### src/sv/text_console_cursor_scroll_assert.svh
// Assertion macros used by the text console sequencer.
`ifndef TEXT_CONSOLE_CURSOR_SCROLL_ASSERT_SVH
`define TEXT_CONSOLE_CURSOR_SCROLL_ASSERT_SVH

// Same-cycle implication, checked at every rising edge outside reset.
`define TCON_ASSERT_NOW(label, ante, cons, msg) \
	label: assert property (@(posedge clk) disable iff (!arst_n) (ante) |-> (cons)) \
		else $error(msg);

// Next-cycle implication, checked at every rising edge outside reset.
`define TCON_ASSERT_NEXT(label, ante, cons, msg) \
	label: assert property (@(posedge clk) disable iff (!arst_n) (ante) |=> (cons)) \
		else $error(msg);

`endif

### src/sv/tcon_pkg.sv
// Shared constants, types and codes of the text console.
package tcon_pkg;

	localparam int COLUMNS    = 80;
	localparam int ROWS       = 25;
	localparam int CELL_COUNT = COLUMNS * ROWS;
	localparam int COPY_COUNT = COLUMNS * (ROWS - 1);
	localparam int ADDR_W     = $clog2(CELL_COUNT);
	localparam int ROW_W      = 5;
	localparam int COL_W      = 7;

	localparam logic [7:0] NEWLINE_CODE = 8'h0A;
	localparam logic [7:0] SPACE_CODE   = 8'h20;
	localparam logic [7:0] COLOR_RESET  = 8'd10;

	localparam logic [1:0] MODE_PUT   = 2'd0;
	localparam logic [1:0] MODE_BKSP  = 2'd1;
	localparam logic [1:0] MODE_CLEAR = 2'd2;
	localparam logic [1:0] MODE_READ  = 2'd3;

	typedef logic [ADDR_W-1:0] addr_t;

	typedef struct packed {
		logic [7:0] color;
		logic [7:0] code;
	} cell_t;

	typedef struct packed {
		logic  we;
		addr_t waddr;
		cell_t wdata;
		logic  re;
		addr_t raddr;
	} mem_req_t;

endpackage

### src/sv/tcon_ctrl.sv
// Sequencer: cursor, colour register, command decode and the sweep over the store.
`include "text_console_cursor_scroll_assert.svh"

module tcon_ctrl (
	input  logic                         clk,
	input  logic                         arst_n,
	input  logic                         start,
	input  logic [1:0]                   mode,
	input  logic [7:0]                   char_code,
	input  logic [tcon_pkg::ROW_W-1:0]   read_row,
	input  logic [tcon_pkg::COL_W-1:0]   read_col,
	input  logic                         cfg_valid,
	input  logic [7:0]                   cfg_data,
	input  tcon_pkg::cell_t              rdata,
	output tcon_pkg::mem_req_t           req,
	output logic                         busy,
	output logic                         done,
	output logic [7:0]                   cell_char,
	output logic [7:0]                   cell_color,
	output logic [tcon_pkg::ROW_W-1:0]   cursor_row,
	output logic [tcon_pkg::COL_W-1:0]   cursor_col,
	output logic                         scrolled
);

	localparam logic [2:0] S_IDLE   = 3'd0;
	localparam logic [2:0] S_EXEC   = 3'd1;
	localparam logic [2:0] S_RDWAIT = 3'd2;
	localparam logic [2:0] S_SWEEP  = 3'd3;
	localparam logic [2:0] S_DRAIN  = 3'd4;

	localparam tcon_pkg::addr_t COLS_A     = tcon_pkg::ADDR_W'(tcon_pkg::COLUMNS);
	localparam tcon_pkg::addr_t COPY_A     = tcon_pkg::ADDR_W'(tcon_pkg::COPY_COUNT);
	localparam tcon_pkg::addr_t LAST_A     = tcon_pkg::ADDR_W'(tcon_pkg::CELL_COUNT - 1);
	localparam tcon_pkg::addr_t LAST_ROW_A = tcon_pkg::ADDR_W'(tcon_pkg::COPY_COUNT);
	localparam logic [tcon_pkg::ROW_W-1:0] LAST_ROW = tcon_pkg::ROW_W'(tcon_pkg::ROWS - 1);
	localparam logic [tcon_pkg::COL_W-1:0] LAST_COL = tcon_pkg::COL_W'(tcon_pkg::COLUMNS - 1);

	logic [2:0]                 state_q;
	logic [1:0]                 mode_q;
	logic [7:0]                 char_q;
	logic [tcon_pkg::ROW_W-1:0] rrow_q;
	logic [tcon_pkg::COL_W-1:0] rcol_q;
	logic [7:0]                 color_q;
	logic [tcon_pkg::ROW_W-1:0] row_q;
	logic [tcon_pkg::COL_W-1:0] col_q;
	tcon_pkg::addr_t            cur_addr_q;
	tcon_pkg::addr_t            idx_q;
	logic                       copy_q;
	logic                       init_q;
	logic                       in_range_q;
	logic                       done_q;
	logic                       scrolled_q;
	logic [7:0]                 cell_char_q;
	logic [7:0]                 cell_color_q;
	logic                       pend_s1;
	tcon_pkg::addr_t            addr_s1;
	logic                       blank_s1;

	logic [tcon_pkg::ROW_W-1:0] nx_row;
	logic [tcon_pkg::COL_W-1:0] nx_col;
	tcon_pkg::addr_t            nx_addr;
	logic                       nx_scroll;
	tcon_pkg::addr_t            rd_addr;
	logic                       in_range;
	tcon_pkg::cell_t            blank_cell;

	// Cursor update and read address for the command held in EXEC.
	always_comb begin
		nx_row    = row_q;
		nx_col    = col_q;
		nx_addr   = cur_addr_q;
		nx_scroll = 1'b0;
		rd_addr   = tcon_pkg::ADDR_W'(rrow_q) * COLS_A + tcon_pkg::ADDR_W'(rcol_q);
		in_range  = (32'(rrow_q) < 32'(tcon_pkg::ROWS)) &&
			(32'(rcol_q) < 32'(tcon_pkg::COLUMNS));
		case (mode_q)
			tcon_pkg::MODE_PUT: begin
				if (char_q == tcon_pkg::NEWLINE_CODE || col_q == LAST_COL) begin
					nx_col = '0;
					if (row_q == LAST_ROW) begin
						nx_scroll = 1'b1;
						nx_addr   = LAST_ROW_A;
					end else begin
						nx_row  = row_q + 1'b1;
						nx_addr = cur_addr_q - tcon_pkg::ADDR_W'(col_q) + COLS_A;
					end
				end else begin
					nx_col  = col_q + 1'b1;
					nx_addr = cur_addr_q + 1'b1;
				end
			end
			tcon_pkg::MODE_BKSP: begin
				if (cur_addr_q != '0) begin
					nx_addr = cur_addr_q - 1'b1;
					if (col_q == '0) begin
						nx_row = row_q - 1'b1;
						nx_col = LAST_COL;
					end else begin
						nx_col = col_q - 1'b1;
					end
				end
			end
			tcon_pkg::MODE_CLEAR: begin
				nx_row  = '0;
				nx_col  = '0;
				nx_addr = '0;
			end
			default: begin
			end
		endcase
	end

	// Store port: the sweep's delayed write has the port whenever it is pending.
	always_comb begin
		blank_cell.code  = tcon_pkg::SPACE_CODE;
		blank_cell.color = init_q ? tcon_pkg::COLOR_RESET : color_q;
		req.we    = 1'b0;
		req.waddr = addr_s1;
		req.wdata = blank_cell;
		req.re    = 1'b0;
		req.raddr = rd_addr;
		if (pend_s1) begin
			req.we    = 1'b1;
			req.wdata = blank_s1 ? blank_cell : rdata;
		end else if (state_q == S_EXEC) begin
			if (mode_q == tcon_pkg::MODE_PUT && char_q != tcon_pkg::NEWLINE_CODE) begin
				req.we          = 1'b1;
				req.waddr       = cur_addr_q;
				req.wdata.code  = char_q;
				req.wdata.color = color_q;
			end else if (mode_q == tcon_pkg::MODE_BKSP && cur_addr_q != '0) begin
				req.we          = 1'b1;
				req.waddr       = cur_addr_q - 1'b1;
				req.wdata.code  = tcon_pkg::SPACE_CODE;
				req.wdata.color = color_q;
			end
		end
		if (state_q == S_SWEEP && copy_q && idx_q < COPY_A) begin
			req.re    = 1'b1;
			req.raddr = idx_q + COLS_A;
		end else if (state_q == S_EXEC && mode_q == tcon_pkg::MODE_READ) begin
			req.re = 1'b1;
		end
	end

	always_ff @(posedge clk or negedge arst_n) begin
		if (!arst_n) begin
			state_q      <= S_SWEEP;
			mode_q       <= tcon_pkg::MODE_PUT;
			char_q       <= '0;
			rrow_q       <= '0;
			rcol_q       <= '0;
			in_range_q   <= 1'b0;
			addr_s1      <= '0;
			blank_s1     <= 1'b0;
			idx_q        <= '0;
			copy_q       <= 1'b0;
			init_q       <= 1'b1;
			pend_s1      <= 1'b0;
			done_q       <= 1'b0;
			color_q      <= tcon_pkg::COLOR_RESET;
			row_q        <= '0;
			col_q        <= '0;
			cur_addr_q   <= '0;
			scrolled_q   <= 1'b0;
			cell_char_q  <= '0;
			cell_color_q <= '0;
		end else begin
			done_q  <= 1'b0;
			pend_s1 <= 1'b0;
			if (cfg_valid) begin
				color_q <= cfg_data;
			end
			case (state_q)
				S_IDLE: begin
					if (start) begin
						mode_q  <= mode;
						char_q  <= char_code;
						rrow_q  <= read_row;
						rcol_q  <= read_col;
						state_q <= S_EXEC;
					end
				end
				S_EXEC: begin
					row_q        <= nx_row;
					col_q        <= nx_col;
					cur_addr_q   <= nx_addr;
					scrolled_q   <= nx_scroll;
					cell_char_q  <= '0;
					cell_color_q <= '0;
					idx_q        <= '0;
					case (mode_q)
						tcon_pkg::MODE_PUT: begin
							if (nx_scroll) begin
								copy_q  <= 1'b1;
								state_q <= S_SWEEP;
							end else begin
								done_q  <= 1'b1;
								state_q <= S_IDLE;
							end
						end
						tcon_pkg::MODE_CLEAR: begin
							copy_q  <= 1'b0;
							state_q <= S_SWEEP;
						end
						tcon_pkg::MODE_READ: begin
							in_range_q <= in_range;
							state_q    <= S_RDWAIT;
						end
						default: begin
							done_q  <= 1'b1;
							state_q <= S_IDLE;
						end
					endcase
				end
				S_RDWAIT: begin
					if (in_range_q) begin
						cell_char_q  <= rdata.code;
						cell_color_q <= rdata.color;
					end
					done_q  <= 1'b1;
					state_q <= S_IDLE;
				end
				S_SWEEP: begin
					pend_s1  <= 1'b1;
					addr_s1  <= idx_q;
					blank_s1 <= !copy_q || idx_q >= COPY_A;
					idx_q    <= idx_q + 1'b1;
					if (idx_q == LAST_A) begin
						state_q <= S_DRAIN;
					end
				end
				S_DRAIN: begin
					done_q  <= !init_q;
					init_q  <= 1'b0;
					state_q <= S_IDLE;
				end
				default: begin
					state_q <= S_IDLE;
				end
			endcase
		end
	end

	assign busy       = state_q != S_IDLE;
	assign done       = done_q;
	assign cell_char  = cell_char_q;
	assign cell_color = cell_color_q;
	assign cursor_row = row_q;
	assign cursor_col = col_q;
	assign scrolled   = scrolled_q;

	`TCON_ASSERT_NOW(a_done_idle, done_q, state_q == S_IDLE, "result strobe while busy")
	`TCON_ASSERT_NEXT(a_start_exec, state_q == S_IDLE && start, state_q == S_EXEC,
		"accepted command not executed")
	`TCON_ASSERT_NOW(a_no_port_clash, state_q == S_EXEC, !pend_s1,
		"sweep write pending during command execution")
	`TCON_ASSERT_NOW(a_cursor_range, 1'b1,
		32'(row_q) < 32'(tcon_pkg::ROWS) && 32'(col_q) < 32'(tcon_pkg::COLUMNS),
		"cursor outside the screen")
	`TCON_ASSERT_NOW(a_addr_match, state_q == S_IDLE,
		cur_addr_q == tcon_pkg::ADDR_W'(row_q) * COLS_A + tcon_pkg::ADDR_W'(col_q),
		"cursor address out of step with row and column")

endmodule

### config.mk
export PLATFORM = sky130hd
export DESIGN_NAME = tcon_ctrl
export DESIGN_NICKNAME = d
export VERILOG_FILES = /design/src/sv/tcon_pkg.sv /design/src/sv/tcon_ctrl.sv
export VERILOG_INCLUDE_DIRS = /design/src /design/src/sv
export SDC_FILE = /design/constraint.sdc
export NUM_CORES = 1
export LEC_CHECK = 0
export BUFFER_PORTS_ARGS = -buffer_cell sky130_fd_sc_hd__buf_2
export CAP_MARGIN = 10
export CORE_MARGIN = 3
export CORE_UTILIZATION = 57
export DETAILED_ROUTE_END_ITERATION = 12
export GPL_ROUTABILITY_DRIVEN = 0
export GPL_TIMING_DRIVEN = 0
export PLACE_DENSITY = 0.8
export REMOVE_ABC_BUFFERS = 1
export SYNTH_ARGS = -nofsm -noshare
export SYNTH_HDL_FRONTEND = slang
export SYNTH_SLANG_ARGS = --single-unit
### constraint.sdc
create_clock -name clk -period 3 [get_ports clk]
set_clock_uncertainty 0.2 [all_clocks]
set_input_delay 0.3 -clock clk [delete_from_list [all_inputs] [get_ports clk]]
set_output_delay 0.3 -clock clk [all_outputs]
set_load 0.005 [all_outputs]
### Yosys cells after proc, flatten, opt, wreduce, memory -nomap -nowiden

Cells that the tools add are included.

* add/subtract/negate cells: 11
* multiplexer cells: 43
* reduce and logical (&&, ||, !) cells: 27
* multipliers: 1
* equal/unequal tests: 20
* order comparisons: 4

Operators with widths (number)
* 2-to-1 mux 28 bit: 3
* 2-to-1 mux 11 bit: 5
* case mux 11 bit (3 select lines): 1
* 2-to-1 mux 16 bit: 2
* case mux 8 bit (2 select lines): 2
* 2-to-1 mux 8 bit: 3
* adder 11 x 1 -> 11 bit, second input constant: 2
* adder 11 x 7 -> 11 bit, second input constant: 2
* case mux 11 bit (2 select lines): 1
* 2-to-1 mux 7 bit: 3
* case mux 7 bit (3 select lines): 1
* 2-to-1 mux 5 bit: 4
* case mux 3 bit (3 select lines): 2
* case mux 5 bit (3 select lines): 1
* inequality test 2 bit, second input constant: 7
* adder 11 x 7 -> 11 bit: 1
* == test 11 bit, second input constant: 1
* greater-or-equal comparator 11 bit, second input constant: 1
* < comparator 11 bit, second input constant: 1
* nonzero test 11 bit: 1
* subtractor 11 x 1 -> 11 bit, second input constant: 1
* subtractor 11 x 7 -> 11 bit: 1
* 2-to-1 mux 1 bit: 9
* == test 8 x 4 -> 1 bit, second input constant: 1
* 32 further kinds: 50

* output and inout port bits: 71
* bits of input ports: 50
* word-level logic and storage cells: 126
* flip-flop bits (word level): 101

### Logic depth before layout (Yosys ltp)

* depth after elaboration: 7
* mapped depth: 12
* gate-level depth less buffers: 12

### Least setup slack after synthesis

OpenSTA, ideal clock, no wires.

* path type: register to register
* start: reg cur_addr_q[4]
* end: reg cur_addr_q[10]
* setup time: 128 ps
* data arrival time: 2404 ps
* data required time: 2672 ps
* slack: 269 ps
* stages on the path, launching flop included: 12
* path buffers: 1
* clock period less this slack: 2731 ps
* path through: dfrtp_1 -> clkbuf_1 -> inv_1 -> ha_1 -> inv_1 -> ha_1 -> o211a_1 -> a21oi_1 -> a21oi_1 -> a2111oi_0 -> o21bai_1 -> o21ai_0

* cells in the longest elaborated chain, start to end: 5
* elaborated cells between the ends (all ways): 11
* classes of those cells: add/sub (4); eq/ne (1); mux (4); reduce/logical (2)

RTL lines
* start, declared: RTL line tcon_ctrl.sv:46 `tcon_pkg::addr_t cur_addr_q;`
* start signal, assigned: RTL line tcon_ctrl.sv:187 `cur_addr_q <= nx_addr;`
* subtractor 11 x 7 -> 11 bit: RTL line tcon_ctrl.sv:85 `nx_addr = cur_addr_q - tcon_pkg::ADDR_W'(col_q) + COLS_A;`
* adder 11 x 7 -> 11 bit: RTL line tcon_ctrl.sv:85
* 2-to-1 mux 11 bit: RTL line tcon_ctrl.sv:80 `if (row_q == LAST_ROW) begin`
* 2-to-1 mux 11 bit: RTL line tcon_ctrl.sv:78 `if (char_q == tcon_pkg::NEWLINE_CODE || col_q == LAST_COL) begin`
* case mux 11 bit (3 select lines): RTL line tcon_ctrl.sv:76 `case (mode_q)`

Several ways; a longest one is shown, not always the timed one. The select of a mux whose other input is x is not followed.
A chain may end at the register's enable or synchronous reset.

==> results.md <==
* Tmin final at 3030 ps
* Asr flop ratio synth at 100%
* Cell taking the most area after synthesis: dfrtp_1
* Yosys reg bits at 101
* Core Rows at 38
* Slew at the pin closest to its max-slew limit at 867 ps
* Share of layout cells above drive strength 1 at 26.7%
* Std-Cell Core Area at 11100 um2
* Fill cells at 766
* Fin Setup TNS at -30.2 ps
* YS warnings at 0
* Vias in the first global route at 6447
* CP Capture Type: output port
* Non-filler instance count after layout at 1049
* Synth top area cells: dfrtp_1 36%, ha_1 8.7%, nand2_1 7.2%
* Max H-tree Level at 3
* Synth Area in XOR/XNOR at 4.22%
* Port bufs at 120
* Fmax at 330 MHz
* Clk_lat worst skew at 350 ps
* Residual DRC at 0
* Antenna viol nets, final at 0
* I/O pin cnt at 121
* Number of library cell types mapped by synthesis at 63
* Mux contribution to synthesized area at 5.51%
* First-pass GRT wire length at 31.1 mm
* Leak Pwr at 0.00388 uW
* Detailed Route Iter0 Violations at 855
* Synthesized instance count at 756
* RSZ-0062 raised after global routing: yes
* Synth Area in Compound Gates at 20.6%
* Power density over the cells at 1090 nW/um2
* Final WS setup at -30.2 ps
* Ant. Diodes at 0
* Grt ovf at 0
* Dpl cells at 983
* Final #Nets at 1004
* CTS tree: built
* Min Hold Slack at -1.65 ps
* Worst slack, placed at -610 ps
* Area of the multi-input gates at 4040 um2
* Clock transition at path regs at 70 ps
* Clock root buffer: clkbuf_16
* Die X at 114 um
* WL/cell at 18.9 um
* CTS Buf Count at 9
* Global Route Usage Sum at 29.5%
* Final Util at 75.1%
* Most used DFF post-synth: dfrtp_1
* Final setup violation count at 1
* Post-synth EDFFs at 0
* Reg area at 2540 um2
* Starting density of the core at 59.6%
* Failing checks: hold timing, setup timing
* Top-area cell type share of the netlist area at 36.2%
* VDD IR max at 1.05 mV
* Sequential cell area fraction in the yosys report at 38.2%
* Post-synthesis cell area at 6640 um2
* Via count at 6571
* Slew Limit Fails at 0
* Tcrit/Tclk final at 101%
* Simple-gate share of the synthesized area at 17.2%
* HP Class: input port to flip-flop
* Drt pass-1 iters at 6
* Die ar. at 13000 um2
* Post-Synth Adder-Cell Area at 9.88%
* Area delta synth->final at 25.8%
* Element type at the critical path start: flip-flop
* Largest net degree at the start of global routing at 71
* Required time of the critical path at 2500 ps
* Avg Inst Size Synth at 8.78 um2
* Initial antenna violation count at 0
* Power, Total at 9100 uW
* Largest family of logic cells by synthesized area: compound AO/OA/AOI/OAI gates
* Clock buffer depth at 2
* Via density at 6.26
* Worst-path fanout max at 2
* Max cap viols at 0
* Setup CP Type: flip-flop to output port
* Crit path DAT at 2530 ps
* Die Ht at 114 um
* Status: finished, violations left
* Hpwl dp at 13.2 mm
* Worst slew margin at 41.9%
* CTS Sinks at 101
* DRT Wirelength at 19.8 mm
* Final hold vios at 1
[synth_stat cells, types with 10 or more instances]
cell type	n
a21oi_1	41
a22o_1	13
clkbuf_1	32
dfrtp_1	96
ha_1	46
inv_1	38
mux2_2	28
nand2_1	128
nand3_1	18
nor2_1	39
nor3_1	15
nor4_1	10
o21ai_0	75
xnor2_1	22
xor2_1	10
[flip-flops by register name (all words and copies together), names as in the netlist]
name and flops:
addr_s1 11, blank_s1 1, cell_char 8, cell_color 8, char_q 8, color_q 8, copy_q 1, cur_addr_q 11
cursor_col 7, cursor_row 5, done 1, idx_q 11, in_range_q 1, init_q 1, mode_q 2, pend_s1 1
rcol_q 7, rrow_q 5, scrolled 1, state_q 3
[power breakdown]
part | switching [uW] | internal (uW)
combinational | 3140 | 2420
sequential | 524 | 1770
clock | 574 | 670
total | 4240 | 4860
[per-layer routing]
metal / wire length [um] / GRT usage, % / vias up
li1: - / - / 2996
met4: 638 / 10.9 / 0
met5: 0 / 0 / -
met3: 1530 / 4.35 / 60
met1: 7800 / 37.3 / 3126
met2: 9820 / 51.4 / 389
[worst max-delay path, stage by stage, from the launching register on]
cell and delay, ps:
dfrtp_1 400, ha_1 330, ha_2 200, fa_2 550
o2111ai_2 130, xor2_1 170, xnor2_1 130, a21oi_1 140
buf_2 130
[cell usage in the layout (no fill, tap or decap), drive strengths merged, types with 3 or more instances in the layout]
| master | n |
|---|---|
| a21o | 9 |
| a21oi | 41 |
| a221o | 7 |
| a22o | 13 |
| a31oi | 5 |
| a32o | 3 |
| a32oi | 4 |
| and3 | 8 |
| buf | 142 |
| clkbuf | 9 |
| dfrtp | 96 |
| dfstp | 5 |
| dlygate4sd3 | 32 |
| fa | 4 |
| ha | 46 |
| inv | 42 |
| mux2 | 28 |
| mux2i | 5 |
| nand2 | 128 |
| nand2b | 7 |
| nand3 | 18 |
| nand3b | 3 |
| nand4 | 3 |
| nor2 | 39 |
| nor2b | 6 |
| nor3 | 15 |
| nor4 | 10 |
| o211ai | 5 |
| o21a | 5 |
| o21ai | 79 |
| o221ai | 7 |
| o22ai | 8 |
| o311ai | 3 |
| o31ai | 9 |
| or3 | 4 |
| xnor2 | 22 |
| xor2 | 10 |
[repair_timing]
action                                  in CTS  in global routing
endpoints found under the hold margin       61                  1
hold buffers                                31                  1
pin swaps                                    9                 14
endpoints found under the setup margin      34                 43
setup buffers                                8                 10
gates resized for setup                     28                 32
[through the flow]
stage | instance area [um2] | hold WS (ps)
final | 8350 | -1.65
after global routing | 8350 | 3.56
after CTS | 8150 | 0.248
after detailed placement | 7330 | 77.1
after global placement | 7260 | 257
after floorplan | 6490 | -196
[path summary, 6_finish.rpt]
path                               start              to  slack, ps  depth (start not counted)
max                            rrow_q[1]         req[10]        -30                          8
max reg2reg                cur_addr_q[2]  cur_addr_q[10]        140                          8
min in group asynchronous         arst_n   cur_addr_q[2]        230                          2
min                          read_col[3]       rcol_q[3]         -2                          2
max in group asynchronous         arst_n      color_q[1]       1630                          3
min reg2reg                 cell_char[1]    cell_char[1]        270                          2
[cells by family after synthesis]
family / Yosys count
mux: 33
simple gates: 251
fa+ha+maj: 50
xor+xnor: 32
flops: 101
compound gates: 214
buf+inv: 75
[cell type report]
cell class / instances / area share, %
well taps: 140 / 2.10
clock buffers: 9 / 2.70
flip-flops and latches: 101 / 30.5
multi-input cells: 580 / 48.4
clock inverters: 7 / 1.05
repair buffers: 174 / 13.5
inverters: 38 / 1.75
(Power assumes the default switching activity.)
